===== src/design/lzw_byte_compressor_assert.svh =====
// Assertion macros for the LZW byte compressor.
`ifndef LZW_BYTE_COMPRESSOR_ASSERT_SVH
`define LZW_BYTE_COMPRESSOR_ASSERT_SVH
`ifndef SYNTHESIS
`define LZWC_ASSERT_IMP(label, ante, cons) \
    label: assert property (@(posedge clk) disable iff (!rst_n) (ante) |-> (cons)) \
        else $error("lzwc assertion failed");
`define LZWC_ASSERT_NXT(label, ante, cons) \
    label: assert property (@(posedge clk) disable iff (!rst_n) (ante) |=> (cons)) \
        else $error("lzwc assertion failed");
`else
`define LZWC_ASSERT_IMP(label, ante, cons)
`define LZWC_ASSERT_NXT(label, ante, cons)
`endif
`endif


===== src/design/lzwc_ram.sv =====
`timescale 1ns / 1ps
module lzwc_ram #(
    parameter int WIDTH = 8,
    parameter int DEPTH = 256
) (
    input  logic                     clk,
    input  logic                     wr_en,
    input  logic [$clog2(DEPTH)-1:0] wr_addr,
    input  logic [WIDTH-1:0]         wr_data,
    input  logic                     rd_en,
    input  logic [$clog2(DEPTH)-1:0] rd_addr,
    output logic [WIDTH-1:0]         rd_data
);
    logic [WIDTH-1:0] mem [DEPTH];

    always_ff @(posedge clk)
    begin
        if (wr_en)
        begin
            mem[wr_addr] <= wr_data;
        end
        if (rd_en)
        begin
            rd_data <= mem[rd_addr];
        end
    end
endmodule

===== config.mk =====
export PLATFORM = sky130hd
export DESIGN_NAME = lzwc_ram
export DESIGN_NICKNAME = d
export VERILOG_FILES = /design/src/design/lzw_byte_compressor_assert.svh /design/src/design/lzwc_ram.sv
export SDC_FILE = /design/constraint.sdc
export NUM_CORES = 2
export LEC_CHECK = 0
export ABC_AREA = 1
export BUFFER_PORTS_ARGS = -buffer_cell sky130_fd_sc_hd__buf_2
export CAP_MARGIN = 20
export CORE_ASPECT_RATIO = 0.75
export CORE_MARGIN = 8
export CORE_UTILIZATION = 35
export DETAILED_ROUTE_END_ITERATION = 7
export GPL_TIMING_DRIVEN = 0
export PLACE_DENSITY = 0.54
export SETUP_SLACK_MARGIN = 0.4
export SYNTH_ARGS = -nofsm -noshare
export SYNTH_HDL_FRONTEND = slang
export SYNTH_SLANG_ARGS = --single-unit

===== constraint.sdc =====
create_clock -name clk -period 1.9 [get_ports clk]
set_input_delay 0.475 -clock clk [delete_from_list [all_inputs] [get_ports clk]]
set_output_delay 0.475 -clock clk [all_outputs]
set_load 0.02 [all_outputs]

After elaboration in Yosys (flattened, before gate mapping)
Memories as Yosys holds them, arrays and structs flattened. A register that Yosys moved wholly into a read port is not among the register bits.
Cells that the tools add are included.
{"block": "totals", "register_bits": 0, "mem_bits_rw": 2048, "in_bits": 27, "word_cells": 3, "n_memories": 1}
{"name": "mem", "words": 256, "width": 8, "read_ports": 1, "rd_clocked_by_memory_dff": 1, "write_ports": 1, "line_no": "lzwc_ram.sv:14", "rtl": "logic [WIDTH-1:0] mem [DEPTH];"}
{"block": "classes", "mux": 2}
{"cell": "two-way mux 1 bit", "n": 2}

Depth between registers and ports, before layout
{"block": "logic_depth", "word_depth": 2, "mapped_depth": 15, "depth_no_buf": 11}

Worst setup path after synthesis
Ideal clock, no wire load.
{"block": "synth_timing", "path_type": "input-to-reg", "startpoint": "input wr_en", "endpoint": "memory mem[162][0] (enable)", "arrival_time_ns": 1.596, "required_ns": 1.530, "setup_slack_ns": -0.066, "cell_stages": 4, "path_cell_list": "clkbuf_1 -> nand3_1 -> clkbuf_1 -> nor2_1"}
{"block": "synth_via", "elab_chain_cells": 2}
{"item": "start: declaration", "line_no": "lzwc_ram.sv:7", "rtl": "input logic wr_en,"}
{"item": "two-way mux 1 bit", "line_no": "lzwc_ram.sv:18", "rtl": "if (wr_en)"}
{"item": "two-way mux 1 bit (implied by the code)", "line_no": "lzwc_ram.sv:20", "rtl": "mem[wr_addr] <= wr_data;"}
{"item": "end: declaration", "line_no": "lzwc_ram.sv:14"}
Every way passes these cells.

Final worst setup path
{"block": "layout_timing", "startpoint": "register rd_data[2] (read register of mem)", "endpoint": "output rd_data[2]"}
{"item": "start: declaration", "line_no": "lzwc_ram.sv:12", "rtl": "output logic [WIDTH-1:0] rd_data"}
No word-level cell between the ends.

==> metrics.yaml <==
outcome:
  outcome: "finished, violations left"
  failed_checks: "negative setup slack"
yosys:
  seq_area_frac_synth_pct: 74.0
  synthCells: 7003
  ys_warn_count: 0
  synth_cell_types: 13
  syn_nets: 7030
  synth_area_leaders: "edfxtp_1 (74%), nand3_1 (12%), nand2_1 (9.5%)"
  synth_top_area_share_pct: 74.0
  avgSynthCellArea_um2: 11.9
  ys_ff_latch: 2056
  synth_largest_area_cell: "edfxtp_1"
  syn_area_um2: 83500
clock_tree:
  worstSkewPairLatency_ns: 0.91
  clkSlewWorstSetupHoldPaths_ns: 0.07
  root_buffer: "clkbuf_16"
  cts_buffers: 208
  cts_sinks: 2056
  clockBufferDepth: 4
  htreeDepth: 4
  cts_tree: "built"
grt:
  grt_max_degree: 139
  first_global_vias: 56600
  grtUsageTotal_pct: 29.3
  overflow: 0
  grt_first_pass_wirelength_mm: 509
  antenna_found_initial: 23
worst_setup_path:
  setup.worst_path.start: "rd_data[2]$_DFFE_PP_"
  crit_path_end: "rd_data[2]"
  start_kind: "register"
  reg2regPathDepth: 10
  worstReg2RegStart: "mem[121][7]$_DFFE_PP_"
  path_depth: 1
  path_buf_inv: 1
  cp_top_family: "flip-flops"
  critPathSlowestCell: "edfxtp_1"
  cp-end-kind: "output pin"
  cp_data_arrival_time_ns: 1.70
  required_ns: 1.42
  cp_slowest_stage_delay_ns: 0.57
  critPathKind: "register to output pin"
  path_cells: "buf_6"
  r2r-end: "rd_data[7]$_DFFE_PP_"
  r2r_setup_slack_ns: 0.12
  worst-path-max-fanout: 1
timing:
  fin_ws_ns: -0.271
  finalHoldViolCount: 0
  fmax_mhz: 461
  min_period_over_period_pct: 114
  fin_setup_tns_ns: -1.25
  setup_viol: 15
  skew_ns: 0.0673
  slew_violations: 0
  rsz0062_at_grt: "yes"
  min_period_ns: 2.17
  worst_slew_pin_slew_ns: 1.24
  max_slew_margin_pct: 17.3
routing:
  ant_nets: 0
  vias: 64300
  vias_per_cell: 5.96
  drt_iter0_drc: 11200
  drc: 0
  dr.pass1.iters: 8
  wl_mm: 393
  wl_per_cell_um: 36.5
place:
  globalplace.congestion: 1.03
  dpl.hpwl_mm: 271
  port_buffers: 27
final_layout:
  final_common_cell: "edfxtp_1"
  area_delta_synth_final_pct: 27.8
  final_cell_mix: "edfxtp_1 (2056), nand2_1 (2052), nand3_1 (1461)"
  drive_above_1_share_pct: 24.8
  fin_nets: 7497
floorplan:
  start_util_pct: 35.1
  die_area_um2: 255000
  die_y_um: 439
  ios: 35
  core_um2: 238000
  die_w_um: 580
  row_count: 155
power_and_ir_drop:
  finalPower_uw: 102000
  p_leak_uw: 0.0370
  ir_drop_v: 0.000690
  p_per_area_nw_per_um2: 952
job:
  max_cap_viol_count: 0
worst_hold_path:
  hold_path_class: "input port to register"
## Yosys cell counts
cell and number:
nand2_1 2123, edfxtp_1 2056, nand3_1 2019, buf_4 46
clkbuf_1 112, buf_2 268, inv_4 1, inv_1 36
buf_6 16, inv_2 2, buf_8 1, nor2_1 283
buf_1 40
## logic make-up after synthesis
family | count (synthesis) | synth area share [%]
buf+inv | 522 | 3.12
flops | 2056 | 74.0
simple gates | 4425 | 22.9
## state kept, by name, indices dropped and copies added (netlist names)
| register | cells |
|---|---|
| rd_data | 8 |
| mem | 2048 |
## cell type report
cell class | instances | area (µm²)
repair buffers | 257 | 4030
fillers | 21200 | 131000
inverters | 39 | 204
clock buffers | 254 | 5400
multi-input cells | 4425 | 24900
well taps | 3140 | 3930
clock inverters | 120 | 1170
diodes | 10 | 25.0
flip-flops and latches | 2056 | 61700
plain buffers | 483 | 5320
## routing by layer
| layer | wire length [µm] | vias to the layer above | share of wire, % | GRT usage [%] |
|---|---|---|---|---|
| met5 | 92 | - | 0.023 | 0 |
| met4 | 16000 | 6 | 4.1 | 10.3 |
| met3 | 65400 | 747 | 17 | 12.3 |
| met2 | 151000 | 5097 | 38 | 38.3 |
| met1 | 161000 | 32500 | 41 | 42.7 |
| li1 | - | 25900 | - | - |
## stage by stage
step                      setup WS, ns  instance area, µm²  utilization, %  hold slack [ns]  instances
after floorplan                 0.0509               84700               -            0.574       7003
after detailed placement         -2.29               90000            37.9            0.884      10200
after CTS                       -0.265              102000            42.8          0.00861      10700
after global routing            -0.244              107000            44.9           0.0184      10800
final                           -0.271              107000            44.9           0.0201      10800
after global placement           -3.81               88700            37.4            0.882      10200
## where the power goes
part,internal (µW),leakage (µW),switching [µW]
Clock,22800,0.00319,18400
Combinational,2720,0.0154,7610
Sequential,50000,0.0185,42.2
Total,75500,0.0370,26100
## worst min path at each step
stage	depth (start not counted)	slack (ns)	endpoint	start
after floorplan	0	0.57	mem[0][0]$_DFFE_PP_	wr_data[0]
after global placement	1	0.88	rd_data[4]$_DFFE_PP_	rd_en
after detailed placement	1	0.88	rd_data[1]$_DFFE_PP_	rd_en
after CTS	1	0.009	mem[138][3]$_DFFE_PP_	wr_data[3]
after global routing	1	0.02	mem[139][3]$_DFFE_PP_	wr_data[3]
final	1	0.02	mem[139][3]$_DFFE_PP_	wr_data[3]
## timing repair
action	4_1_cts	5_1_grt
pin swaps	147	219
cloned	1	15
hold endpoints to repair	10	0
setup endpoints to repair	1617	1582
setup buffers	62	70
resized for setup	1073	765
hold buffers	2	0
Note: power is estimated with default switching activity, not from simulation.
